### src/rtl/core/tsc_pkg.sv
package tsc_pkg;

  localparam int unsigned CmdW      = 2;
  localparam int unsigned LengthW   = 25;
  localparam int unsigned WordW     = 16;
  localparam int unsigned PayloadW  = 10;
  localparam int unsigned ErrCodeW  = 3;
  localparam int unsigned StatusW   = 3;
  localparam int unsigned RetryW    = 17;
  localparam int unsigned CfgIndexW = 1;

  typedef enum logic [CmdW-1:0] {
    CmdStart  = 2'd0,
    CmdPacket = 2'd1,
    CmdTick   = 2'd2,
    CmdNone   = 2'd3
  } cmd_e;

  typedef enum logic [1:0] {
    ActNone  = 2'd0,
    ActData  = 2'd1,
    ActAck   = 2'd2,
    ActError = 2'd3
  } action_e;

  typedef enum logic [StatusW-1:0] {
    StBusy        = 3'd0,
    StDone        = 3'd1,
    StServerError = 3'd2,
    StTimeout     = 3'd3,
    StRetryLimit  = 3'd4,
    StOutOfFile   = 3'd5
  } status_e;

  typedef enum logic {
    PhIdle   = 1'b0,
    PhActive = 1'b1
  } phase_e;

  typedef enum logic [CfgIndexW-1:0] {
    CfgMaxRetrans = 1'b0,
    CfgTimeout    = 1'b1
  } cfg_index_e;

  localparam logic [WordW-1:0] OpData  = 16'd3;
  localparam logic [WordW-1:0] OpAck   = 16'd4;
  localparam logic [WordW-1:0] OpError = 16'd5;

  localparam logic [ErrCodeW-1:0] ErrUndefined = 3'd0;
  localparam logic [ErrCodeW-1:0] ErrAccess    = 3'd2;
  localparam logic [ErrCodeW-1:0] ErrBadOp     = 3'd4;
  localparam logic [ErrCodeW-1:0] ErrBadId     = 3'd5;

  localparam logic [WordW-1:0] TimeoutReset = 16'd5;

  typedef struct packed {
    cmd_e               cmd;
    logic [LengthW-1:0] file_length;
    logic [WordW-1:0]   packet_opcode;
    logic [WordW-1:0]   packet_number;
  } item_t;

  typedef struct packed {
    action_e             action;
    logic [WordW-1:0]    block_number;
    logic [LengthW-1:0]  byte_offset;
    logic [PayloadW-1:0] payload_length;
    logic [ErrCodeW-1:0] sent_error_code;
    status_e             status;
    logic [WordW-1:0]    server_error;
  } result_t;

endpackage

### src/rtl/core/tftp_send_transfer_control.sv
// Sender side of a TFTP write transfer. Each item (start, received packet header or
// one-second tick) yields exactly one result item: a DATA, ACK or ERROR send order, or
// nothing, with the transfer status. One item can be accepted every clock cycle while
// the output is not stalled; an item passes from acceptance to its result through an
// input register, one pass of the decision logic (one small constant multiply for the
// byte offset) and the result register. Configuration writes are always ready and must
// be made while no item is in flight.
module tftp_send_transfer_control #(
  parameter int unsigned BLOCK_BYTES = 512
) (
  input  logic                                  clk_i,
  input  logic                                  rst_ni,
  input  logic                                  in_valid_i,
  output logic                                  in_stall_o,
  input  logic [tsc_pkg::CmdW-1:0]              cmd_i,
  input  logic [tsc_pkg::LengthW-1:0]           file_length_i,
  input  logic [tsc_pkg::WordW-1:0]             packet_opcode_i,
  input  logic [tsc_pkg::WordW-1:0]             packet_number_i,
  output logic                                  out_valid_o,
  input  logic                                  out_stall_i,
  output logic [1:0]                            action_o,
  output logic [tsc_pkg::WordW-1:0]             block_number_o,
  output logic [tsc_pkg::LengthW-1:0]           byte_offset_o,
  output logic [tsc_pkg::PayloadW-1:0]          payload_length_o,
  output logic [tsc_pkg::ErrCodeW-1:0]          sent_error_code_o,
  output logic [tsc_pkg::StatusW-1:0]           status_o,
  output logic [tsc_pkg::WordW-1:0]             server_error_o,
  input  logic                                  cfg_valid_i,
  output logic                                  cfg_ready_o,
  input  logic [tsc_pkg::CfgIndexW-1:0]         cfg_index_i,
  input  logic [tsc_pkg::WordW-1:0]             cfg_data_i
);

  tsc_pkg::item_t            in_item;
  tsc_pkg::item_t            item;
  tsc_pkg::result_t          res;
  tsc_pkg::result_t          res_q;
  logic                      item_valid;
  logic                      out_valid;
  logic                      take;
  logic [tsc_pkg::WordW-1:0] max_retrans_q;
  logic [tsc_pkg::WordW-1:0] timeout_q;
  logic                      cfg_we;

  assign in_item.cmd           = tsc_pkg::cmd_e'(cmd_i);
  assign in_item.file_length   = file_length_i;
  assign in_item.packet_opcode = packet_opcode_i;
  assign in_item.packet_number = packet_number_i;

  assign take = item_valid && (!out_valid || !out_stall_i);

  // configuration registers
  assign cfg_ready_o = 1'b1;
  assign cfg_we      = cfg_valid_i && cfg_ready_o;

  always_ff @(posedge clk_i or negedge rst_ni) begin
    if (!rst_ni) begin
      max_retrans_q <= '0;
      timeout_q     <= tsc_pkg::TimeoutReset;
    end else if (cfg_we) begin
      case (cfg_index_i)
        tsc_pkg::CfgMaxRetrans: max_retrans_q <= cfg_data_i;
        tsc_pkg::CfgTimeout:    timeout_q     <= cfg_data_i;
        default: ;
      endcase
    end
  end

  tsc_in_reg u_in_reg (
    .clk_i      (clk_i),
    .rst_ni     (rst_ni),
    .in_valid_i (in_valid_i),
    .in_stall_o (in_stall_o),
    .in_item_i  (in_item),
    .take_i     (take),
    .valid_o    (item_valid),
    .item_o     (item)
  );

  tsc_core #(
    .BLOCK_BYTES (BLOCK_BYTES)
  ) u_core (
    .clk_i         (clk_i),
    .rst_ni        (rst_ni),
    .take_i        (take),
    .item_i        (item),
    .max_retrans_i (max_retrans_q),
    .timeout_i     (timeout_q),
    .result_o      (res)
  );

  tsc_out_reg u_out_reg (
    .clk_i       (clk_i),
    .rst_ni      (rst_ni),
    .take_i      (take),
    .result_i    (res),
    .out_valid_o (out_valid),
    .out_stall_i (out_stall_i),
    .result_o    (res_q)
  );

  assign out_valid_o       = out_valid;
  assign action_o          = res_q.action;
  assign block_number_o    = res_q.block_number;
  assign byte_offset_o     = res_q.byte_offset;
  assign payload_length_o  = res_q.payload_length;
  assign sent_error_code_o = res_q.sent_error_code;
  assign status_o          = res_q.status;
  assign server_error_o    = res_q.server_error;

endmodule

### src/rtl/core/tsc_in_reg.sv
module tsc_in_reg (
  input  logic           clk_i,
  input  logic           rst_ni,
  input  logic           in_valid_i,
  output logic           in_stall_o,
  input  tsc_pkg::item_t in_item_i,
  input  logic           take_i,
  output logic           valid_o,
  output tsc_pkg::item_t item_o
);

  logic           valid_q, valid_d;
  tsc_pkg::item_t item_q;
  logic           load;

  assign in_stall_o = valid_q && !take_i;
  assign load       = in_valid_i && !in_stall_o;

  always_comb begin
    valid_d = valid_q;
    if (load) begin
      valid_d = 1'b1;
    end else if (take_i) begin
      valid_d = 1'b0;
    end
  end

  always_ff @(posedge clk_i or negedge rst_ni) begin
    if (!rst_ni) begin
      valid_q <= 1'b0;
    end else begin
      valid_q <= valid_d;
    end
  end

  always_ff @(posedge clk_i) begin
    if (load) begin
      item_q <= in_item_i;
    end
  end

  assign valid_o = valid_q;
  assign item_o  = item_q;

endmodule

### src/rtl/core/tsc_core.sv
module tsc_core #(
  parameter int unsigned BLOCK_BYTES = 512
) (
  input  logic                           clk_i,
  input  logic                           rst_ni,
  input  logic                           take_i,
  input  tsc_pkg::item_t                 item_i,
  input  logic [tsc_pkg::WordW-1:0]      max_retrans_i,
  input  logic [tsc_pkg::WordW-1:0]      timeout_i,
  output tsc_pkg::result_t               result_o
);

  localparam int unsigned BbW = $clog2(BLOCK_BYTES + 1);
  localparam int unsigned SW  = tsc_pkg::WordW + BbW;
  localparam int unsigned XW  = (SW > tsc_pkg::LengthW) ? SW : tsc_pkg::LengthW;
  localparam logic [XW-1:0] BbConst = XW'(BLOCK_BYTES);

  tsc_pkg::phase_e                phase_q, phase_d;
  logic [tsc_pkg::WordW-1:0]      last_q, last_d;
  logic [tsc_pkg::WordW-1:0]      bpos_q, bpos_d;
  logic [tsc_pkg::RetryW-1:0]     retry_q, retry_d;
  logic                           first_q, first_d;
  logic                           end_q, end_d;
  logic [tsc_pkg::LengthW-1:0]    len_q, len_d;
  logic [tsc_pkg::WordW-1:0]      idle_q, idle_d;
  logic [tsc_pkg::WordW-1:0]      ssv_q, ssv_d;

  logic [XW-1:0]                  prod;
  logic [XW-1:0]                  start;
  logic [XW-1:0]                  len_w;
  logic [XW-1:0]                  rem;
  logic [XW-1:0]                  plen;
  logic [tsc_pkg::WordW-1:0]      idle_inc;
  logic [tsc_pkg::WordW-1:0]      ssv_inc;
  logic [tsc_pkg::RetryW-1:0]     retry_inc;
  logic                           in_order;
  logic                           advance;
  logic                           send;
  tsc_pkg::result_t               res;

  assign in_order  = ((last_q + 16'd1) == item_i.packet_number);
  assign advance   = in_order && !end_q;
  assign prod      = XW'(bpos_q) * BbConst;
  assign start     = advance ? ((bpos_q == '1) ? '0 : prod + BbConst) : prod;
  assign len_w     = XW'(len_q);
  assign rem       = len_w - start;
  assign idle_inc  = (idle_q == '1) ? idle_q : idle_q + 16'd1;
  assign ssv_inc   = (ssv_q == '1) ? ssv_q : ssv_q + 16'd1;
  assign retry_inc = (retry_q == '1) ? retry_q : retry_q + 17'd1;

  always_comb begin
    phase_d = phase_q;
    last_d  = last_q;
    bpos_d  = bpos_q;
    retry_d = retry_q;
    first_d = first_q;
    end_d   = end_q;
    len_d   = len_q;
    idle_d  = idle_q;
    ssv_d   = ssv_q;
    res     = '0;
    send    = 1'b0;
    plen    = '0;

    if (item_i.cmd == tsc_pkg::CmdStart) begin
      last_d  = '0;
      bpos_d  = '0;
      retry_d = '0;
      first_d = 1'b0;
      end_d   = 1'b0;
      idle_d  = '0;
      ssv_d   = '0;
      len_d   = item_i.file_length;
      phase_d = tsc_pkg::PhActive;
    end else if (phase_q != tsc_pkg::PhActive || item_i.cmd == tsc_pkg::CmdNone) begin
      res = '0;
    end else if (item_i.cmd == tsc_pkg::CmdTick) begin
      idle_d = idle_inc;
      ssv_d  = ssv_inc;
      if (timeout_i != '0 && idle_inc >= timeout_i) begin
        res.action          = tsc_pkg::ActError;
        res.sent_error_code = tsc_pkg::ErrUndefined;
        res.status          = tsc_pkg::StTimeout;
        phase_d             = tsc_pkg::PhIdle;
      end
    end else begin
      idle_d = '0;
      if (item_i.packet_opcode == tsc_pkg::OpError) begin
        res.status       = tsc_pkg::StServerError;
        res.server_error = item_i.packet_number;
        phase_d          = tsc_pkg::PhIdle;
      end else if (item_i.packet_opcode == tsc_pkg::OpAck) begin
        if (in_order) begin
          last_d  = item_i.packet_number;
          retry_d = '0;
          if (!end_q) begin
            bpos_d = bpos_q + 16'd1;
            send   = 1'b1;
          end else begin
            res.action       = tsc_pkg::ActAck;
            res.block_number = item_i.packet_number;
            res.status       = tsc_pkg::StDone;
            phase_d          = tsc_pkg::PhIdle;
          end
        end else if (first_q) begin
          retry_d = retry_inc;
          if (max_retrans_i != '0 && retry_inc > tsc_pkg::RetryW'(max_retrans_i)) begin
            res.action          = tsc_pkg::ActError;
            res.sent_error_code = tsc_pkg::ErrBadOp;
            res.status          = tsc_pkg::StRetryLimit;
            phase_d             = tsc_pkg::PhIdle;
          end else if (item_i.packet_number == last_q) begin
            send = 1'b1;
          end
        end else begin
          send = 1'b1;
        end

        if (send) begin
          first_d = 1'b1;
          if (len_w > start) begin
            plen  = (rem > BbConst) ? BbConst : rem;
            end_d = (rem < BbConst);
          end else if (len_w == start) begin
            plen  = '0;
            end_d = 1'b1;
          end else begin
            send = 1'b0;
            res.action          = tsc_pkg::ActError;
            res.sent_error_code = tsc_pkg::ErrAccess;
            res.status          = tsc_pkg::StOutOfFile;
            phase_d             = tsc_pkg::PhIdle;
          end
          if (send) begin
            ssv_d              = '0;
            res.action         = tsc_pkg::ActData;
            res.block_number   = last_d + 16'd1;
            res.byte_offset    = start[tsc_pkg::LengthW-1:0];
            res.payload_length = plen[tsc_pkg::PayloadW-1:0];
          end
        end
      end else if (ssv_q > timeout_i) begin
        res.action          = tsc_pkg::ActError;
        res.sent_error_code = (item_i.packet_opcode == tsc_pkg::OpData) ?
                              tsc_pkg::ErrBadId : tsc_pkg::ErrBadOp;
        res.status          = tsc_pkg::StTimeout;
        phase_d             = tsc_pkg::PhIdle;
      end
    end
  end

  always_ff @(posedge clk_i or negedge rst_ni) begin
    if (!rst_ni) begin
      phase_q <= tsc_pkg::PhIdle;
      last_q  <= '0;
      bpos_q  <= '0;
      retry_q <= '0;
      first_q <= 1'b0;
      end_q   <= 1'b0;
      len_q   <= '0;
      idle_q  <= '0;
      ssv_q   <= '0;
    end else if (take_i) begin
      phase_q <= phase_d;
      last_q  <= last_d;
      bpos_q  <= bpos_d;
      retry_q <= retry_d;
      first_q <= first_d;
      end_q   <= end_d;
      len_q   <= len_d;
      idle_q  <= idle_d;
      ssv_q   <= ssv_d;
    end
  end

  assign result_o = res;

endmodule

### src/rtl/core/tsc_out_reg.sv
module tsc_out_reg (
  input  logic             clk_i,
  input  logic             rst_ni,
  input  logic             take_i,
  input  tsc_pkg::result_t result_i,
  output logic             out_valid_o,
  input  logic             out_stall_i,
  output tsc_pkg::result_t result_o
);

  logic             valid_q, valid_d;
  tsc_pkg::result_t result_q;

  always_comb begin
    valid_d = valid_q;
    if (take_i) begin
      valid_d = 1'b1;
    end else if (!out_stall_i) begin
      valid_d = 1'b0;
    end
  end

  always_ff @(posedge clk_i or negedge rst_ni) begin
    if (!rst_ni) begin
      valid_q <= 1'b0;
    end else begin
      valid_q <= valid_d;
    end
  end

  always_ff @(posedge clk_i) begin
    if (take_i) begin
      result_q <= result_i;
    end
  end

  assign out_valid_o = valid_q;
  assign result_o    = result_q;

endmodule
### config.mk
export PLATFORM = sky130hd
export DESIGN_NAME = tftp_send_transfer_control
export DESIGN_NICKNAME = d
export VERILOG_FILES = /design/src/rtl/core/tsc_pkg.sv /design/src/rtl/core/tftp_send_transfer_control.sv /design/src/rtl/core/tsc_in_reg.sv /design/src/rtl/core/tsc_core.sv /design/src/rtl/core/tsc_out_reg.sv
export SDC_FILE = /design/constraint.sdc
export NUM_CORES = 1
export LEC_CHECK = 0
export BUFFER_PORTS_ARGS = -buffer_cell sky130_fd_sc_hd__buf_2
export CAP_MARGIN = 40
export CORE_MARGIN = 3
export CORE_UTILIZATION = 57
export DETAILED_ROUTE_END_ITERATION = 7
export PLACE_DENSITY = 0.8
export SLEW_MARGIN = 30
export SYNTH_ARGS = -nofsm -noshare
export SYNTH_HDL_FRONTEND = slang
export SYNTH_HIERARCHICAL = 1
export SYNTH_SLANG_ARGS = --single-unit
### constraint.sdc
create_clock -name clk_i -period 28.4 [get_ports clk_i]
set_input_delay 5.68 -clock clk_i [delete_from_list [all_inputs] [get_ports clk_i]]
set_output_delay 5.68 -clock clk_i [all_outputs]
set_load 0.005 [all_outputs]
==> impl_metrics.py, run 1 <==
metrics = {
    "synth": {
        "synth_edf_count": 134,
        "ys_warn_count": 6,
        "seq_area_frac_synth_pct": 49.10,
        "synth_area_per_cell_um2": 10.57,
        "synth_cells": 1465,
        "ys_ff_latch": 277,
        "ys_types": 83,
        "synth_area_mm2": 0.01549,
        "synth-main-ff-cell": "dfrtp_1",
        "synthArstFlopShare_pct": 51.62,
    },
    "timing": {
        "rsz0062_at_grt": "false",
        "max-slew-margin-rel_pct": 46.91,
        "worst_pin_slew_ns": 0.7917,
        "fin_hold_ws_ns": 0.4547,
        "finalSetupTns_ns": 0,
        "setup_viol": 0,
        "fmax_ghz": 0.08093,
        "finalHoldViolCount": 0,
        "finClkSkew_ns": 0.01072,
        "setup_ws_ns": 16.04,
        "slew_viol_final": 0,
        "fin_crit_ns": 12.36,
        "post-route-period-util_pct": 43.51,
    },
    "global_routing": {
        "grt_max_degree": 90,
        "antenna_found_initial": 2,
        "first_global_vias": 11640,
        "gr-usage-met3_pct": 4.575,
        "grtUsageMet1_pct": 34.89,
        "grtUsageTotal_pct": 25.07,
        "globalRouteOverflowTotal": 0,
        "use_met2_pct": 40.19,
        "top_usage_layer": "met2",
        "grt_pass1_wl_um": 59150,
    },
    "finish": {
        "design_area_mm2": 0.01753,
        "fill_cells": 1990,
        "final_cells": 1962,
        "layout_commonest_cell": "buf_2",
        "drive_gt1_share_pct": 20.22,
        "syn_to_final_growth_pct": 13.16,
        "layout_common_cells": "buf_2, dfrtp_1, edfxtp_1, nand2_1, a21oi_1",
        "num_antenna_cells": 0,
        "fin_nets": 1755,
        "fin_util_pct": 66.51,
    },
    "die": {
        "io_pins": 159,
        "core_area_mm2": 0.02635,
        "dieArea_mm2": 0.02919,
        "die_h_um": 170.8,
        "rows": 59,
        "die_w_um": 170.8,
        "start_util_pct": 58.77,
    },
    "drt": {
        "routed_via_density": 6.178,
        "detail_route.wl_per_cell_um": 19.13,
        "drtIter0Drc": 1151,
        "wl_um": 37530,
        "vias": 12122,
        "drtAntennaViolNets": 0,
        "firstDrtPassIters": 6,
        "drc_errors": 0,
    },
    "cts": {
        "clock_latency_ns": 0.55,
        "ctsResizeCount": 0,
        "cts_setup_buffers": 0,
        "path_clk_slew_ns": 0.06,
        "ctsHoldBuffers": 0,
        "root_buffer": "clkbuf_16",
        "cts_max_level": 1,
        "cts_tree": "built",
        "clk_path_buf_depth": 3,
        "clock-sinks": 277,
        "cts_buffers": 30,
    },
    "critical_path": {
        "path_class": "input port to primary output",
        "start_kind": "input port",
        "worstReg2RegStart": "u_core/last_q[0]",
        "critPathMaxFanout": 17,
        "cp.required_ns": 22.72,
        "crit_arrival_ns": 6.68,
        "timing.rr.end": "u_out_reg/result_o[26]",
        "r2r_cells": 21,
        "cp-end-kind": "primary output",
        "rrSetupSlack_ns": 21.20,
    },
    "power_and_ir_drop": {
        "leakagePower_nw": 7.382,
        "cellPowerDensity_mw_per_mm2": 67.66,
        "finalPower_mw": 1.186,
        "vdd.ir_drop.worst_v": 0.00004877,
    },
    "hold_path": {
        "hold_start": "u_in_reg/item_o[41]",
        "worstHoldPathType": "register to register",
        "hold_depth": 2,
        "worstHoldEndpoint": "u_core/len_q[9]",
    },
    "placement": {
        "place_area_mm2": 0.01645,
        "dp.final_hpwl_um": 26680,
        "globalplace.congestion": 0.9450,
        "dp_cells": 1901,
        "pre_cts_ws_ns": 16.06,
        "portBuffers": 157,
    },
    "outcome": {
        "status": "complete, no violations",
    },
    "flow_run": {
        "maxCapViolations": 0,
    },
}
layer usage:
| metal | share of wire [%] | vias up | wire (um) |
|---|---|---|---|
| met5 | 0.056 | - | 21 |
| met2 | 46 | 523 | 17140 |
| met4 | 3.3 | 4 | 1229 |
| li1 | - | 5695 | - |
| met1 | 43 | 5818 | 16140 |
| met3 | 8.0 | 82 | 3002 |
worst max-delay path: stages:
cell,delay (ns)
buf_2,0.12
a21boi_4,0.47
nand2b_4,0.25
inv_1,0.04
buf_2,0.11
Yosys cell counts (all sizes together), types with 27 or more instances:
master	number	share of area [%]
dfrtp	141	23
edfxtp	134	26
nand2	116	2.8
a21oi	85	2.7
nor2	82	2.0
o21ai	79	2.6
ha	70	5.7
nand3	68	2.4
mux2	63	4.8
inv	58	1.4
xnor2	45	2.5
nor3	44	1.6
clkbuf	41	1.0
and3	40	1.6
o31ai	37	1.8
buf	33	1.4
nor4	33	1.9
nand4	27	1.1
xor2	27	1.5
where the power goes:
group	leakage [nW]	internal [mW]	total (mW)	switching (mW)
combinational	3.72	0.122	0.285	0.164
sequential	3.18	0.476	0.515	0.0389
clock	0.474	0.227	0.386	0.158
total	7.38	0.825	1.19	0.361
state kept, by name, summed over array words and instances, names as in the netlist:
| signal | count |
|---|---|
| u_core/bpos_q | 16 |
| u_out_reg/result_o | 75 |
| u_out_reg/out_valid_o | 1 |
| u_core/ssv_q | 16 |
| u_core/first_q | 1 |
| u_core/end_q | 1 |
| u_in_reg/valid_o | 1 |
| u_core/idle_q | 16 |
| timeout_q | 16 |
| u_core/len_q | 25 |
| u_core/retry_q | 17 |
| u_core/phase_q | 1 |
| max_retrans_q | 16 |
| u_in_reg/item_o | 59 |
| u_core/last_q | 16 |
how the worst max path moves through the flow:
stage               depth (start not counted)          to   startpoint  slack [ns]
floorplan                                   3  in_stall_o  out_stall_i       10.31
global placement                            5  in_stall_o  out_stall_i       16.08
detailed placement                          5  in_stall_o  out_stall_i       16.06
CTS                                         5  in_stall_o  out_stall_i       16.04
global route                                5  in_stall_o  out_stall_i       15.98
finish                                      5  in_stall_o  out_stall_i       16.04
area by class of cell:
type / count / area [um^2] / area share, %
well taps: 335 / 419.2 / 2.391
repair buffers: 172 / 954.7 / 5.447
clock inverters: 18 / 186.4 / 1.064
clock buffers: 38 / 800.8 / 4.569
inverters: 58 / 217.7 / 1.242
multi-input cells: 1064 / 7343 / 41.90
flip-flops and latches: 277 / 7605 / 43.39
kinds of logic (layout without fill, tap and decap cells):
family / after synthesis / count (layout) / synth area share (%)
compound gates: 342 / 342 / 14.44
xor+xnor: 72 / 72 / 4.071
fa+ha+maj: 71 / 71 / 5.784
buf+inv: 132 / 286 / 3.821
flops: 277 / 277 / 49.10
mux: 67 / 67 / 5.081
other cells: 2 / 10 / 0.04849
simple gates: 502 / 502 / 17.65
(Power assumes the default switching activity.)
==> inputs of run 2 (changes only) <==
--- a/config.mk
+++ b/config.mk
@@ -8,7 +8,7 @@
 export BUFFER_PORTS_ARGS = -buffer_cell sky130_fd_sc_hd__buf_2
 export CAP_MARGIN = 40
 export CORE_MARGIN = 3
-export CORE_UTILIZATION = 57
+export CORE_UTILIZATION = 54
 export DETAILED_ROUTE_END_ITERATION = 7
 export PLACE_DENSITY = 0.8
 export SLEW_MARGIN = 30
==> constraint.sdc (replaced) <==
create_clock -name clk_i -period 10.1 [get_ports clk_i]
set_input_delay 2.02 -clock clk_i [delete_from_list [all_inputs] [get_ports clk_i]]
set_output_delay 2.02 -clock clk_i [all_outputs]
set_load 0.005 [all_outputs]
==> impl_metrics.py, run 2 (synthesis gave the netlist of run 1 again) <==
metrics = {
    "outcome": {
        "status": "complete, no violations",
    },
    "critical_path": {
        "r2r_cells": 21,
        "timing.rr.end": "u_out_reg/result_o[22]",
        "path_cells": "ha_1, nand3_1, nor3_1, mux2_2, nor4_4, nand3_2, nor4_4, nand2_1, o21ai_1, ha_1, inv_1, fa_1, nand3_1, a21oi_1, a211oi_1, o21ai_1, xnor2_1, nand4_1, or4_1, or3_1, nor4_1",
        "crit_family": "simple AND/OR/NAND/NOR gates",
        "start_kind": "register",
        "critPathMaxFanout": 14,
        "worstReg2RegStart": "u_core/last_q[0]",
        "crit_start": "u_core/last_q[0]",
        "crit_arrival_ns": 7.21,
        "cpPeakStageDelay_ns": 0.60,
        "rrSetupSlack_ns": 3.25,
        "cp_num_buf_inv": 1,
        "cp-end-kind": "register",
        "path_class": "register to register",
        "cp_slowest_cell": "or3_1",
        "cp.required_ns": 10.46,
    },
    "finish": {
        "fin_nets": 1753,
        "layout_common_cells": "buf_2, dfrtp_1, edfxtp_1, nand2_1, a21oi_1",
        "design_area_mm2": 0.01767,
        "drive_gt1_share_pct": 20.44,
        "fill_cells": 2216,
        "syn_to_final_growth_pct": 14.07,
        "layout_commonest_cell": "buf_2",
        "largest_reg_flops": 75,
    },
    "timing": {
        "worst_pin_slew_ns": 0.7959,
        "slew_viol_final": 0,
        "rsz0062_at_grt": "false",
        "finalHoldViolCount": 0,
        "setup_ws_ns": 3.250,
        "max-slew-margin-rel_pct": 46.45,
        "fin_hold_ws_ns": 0.4777,
        "post-route-period-util_pct": 67.82,
        "finalSetupTns_ns": 0,
        "fmax_ghz": 0.1460,
        "setup_viol": 0,
        "finClkSkew_ns": 0.01269,
        "fin_crit_ns": 6.850,
    },
    "global_routing": {
        "first_global_vias": 11667,
        "globalRouteOverflowTotal": 0,
        "antenna_found_initial": 4,
        "grtUsageTotal_pct": 24.91,
        "grt_max_degree": 83,
        "grt_pass1_wl_um": 61890,
    },
    "drt": {
        "wl_um": 38950,
        "routed_via_density": 6.043,
        "drc_errors": 0,
        "drtAntennaViolNets": 0,
        "firstDrtPassIters": 6,
        "vias": 12105,
        "drtIter0Drc": 1240,
        "detail_route.wl_per_cell_um": 19.45,
    },
    "die": {
        "rows": 61,
        "die_w_um": 175.4,
        "dieArea_mm2": 0.03075,
        "start_util_pct": 55.30,
        "die_h_um": 175.4,
        "core_area_mm2": 0.02801,
        "io_pins": 159,
    },
    "cts": {
        "root_buffer": "clkbuf_16",
        "cts_max_level": 1,
        "ctsHoldBuffers": 0,
        "clk_path_buf_depth": 3,
        "cts_tree": "built",
        "ctsResizeCount": 0,
        "clock_latency_ns": 0.55,
        "cts_buffers": 29,
        "cts_setup_buffers": 0,
        "clock-sinks": 277,
        "path_clk_slew_ns": 0.06,
    },
    "hold_path": {
        "worstHoldPathType": "register to register",
        "worstHoldEndpoint": "u_core/len_q[2]",
        "hold_start": "u_in_reg/item_o[34]",
        "hold_depth": 1,
    },
    "placement": {
        "dp.final_hpwl_um": 28060,
        "place_area_mm2": 0.01653,
        "pre_cts_ws_ns": 3.414,
        "globalplace.congestion": 0.9610,
        "portBuffers": 157,
    },
    "power_and_ir_drop": {
        "leakagePower_nw": 7.418,
        "vdd.ir_drop.worst_v": 0.0001573,
        "cellPowerDensity_mw_per_mm2": 194.3,
    },
    "flow_run": {
        "maxCapViolations": 0,
    },
}
==> run 2: changes by cell type in the layout (fill, tap and decap cells not counted), moves of 2 or more <==
cell       before  now
clkinv_1        3    1
bufinv_16       3    7
clkinv_2        6    4
clkbuf_1        6    3
clkinv_4        0    3
inv_6           1    4
clkbuf_8        2    0
==> run 2: cell type report <==
type	count	area (um^2)	share of cell area, %
Inverter	58	217.7	1.232
Clock buffer	32	737.0	4.171
Timing Repair Buffer	171	969.7	5.488
Multi-Input combinational cell	1064	7346	41.58
Sequential cell	277	7605	43.04
Tap cell	378	473.0	2.677
Clock inverter	22	317.8	1.799
Antenna cell	1	2.502	0.01416
==> run 2: layer usage <==
metal  wire length, um  global-route usage, %  up-vias
met2             17810                  39.18      505
met3              3014                  4.648       95
met5                43                      0        -
met1             16640                  34.72     5816
li1                  -                      -     5683
met4              1436                  9.109        6
==> run 2: worst reg2reg max path: stages (launching register included) <==
cell and delay (ns):
dfrtp_1 0.48, ha_1 0.28, nand3_1 0.18, nor3_1 0.22, mux2_2 0.38, nor4_4 0.32, nand3_2 0.23, nor4_4 0.45
nand2_1 0.41, o21ai_1 0.42, ha_1 0.25, inv_1 0.06, fa_1 0.40, nand3_1 0.11, a21oi_1 0.08, a211oi_1 0.48
o21ai_1 0.17, xnor2_1 0.18, nand4_1 0.12, or4_1 0.54, or3_1 0.60, nor4_1 0.32
==> run 2: power breakdown <==
group	total [mW]	internal (mW)	switching, mW
sequential	1.45	1.34	0.112
combinational	0.812	0.339	0.473
clock	1.17	0.712	0.459
total	3.43	2.39	1.04
==> run 2: how the worst max path moves through the flow <==
| stage | slack [ns] | cells after the start | endpoint |
|---|---|---|---|
| after detailed placement | 3.41 | 21 | u_out_reg/result_o[23] |
| after CTS | 3.39 | 21 | u_out_reg/result_o[22] |
| final | 3.25 | 21 | u_out_reg/result_o[22] |
| after floorplan | 1.68 | 5 | u_core/len_q[10] |
| after global placement | 3.39 | 22 | u_out_reg/result_o[65] |
| after global routing | 2.81 | 21 | u_out_reg/result_o[23] |
==> run 2: metrics by stage <==
stage / util (%) / total power [mW] / cells
floorplan: - / 2.015 / 1473
global placement: 58.87 / 2.227 / 1942
detailed placement: 59.01 / 2.258 / 1945
CTS: 62.77 / 3.437 / 1999
global route: 63.08 / 3.603 / 2003
finish: 63.08 / 3.432 / 2003
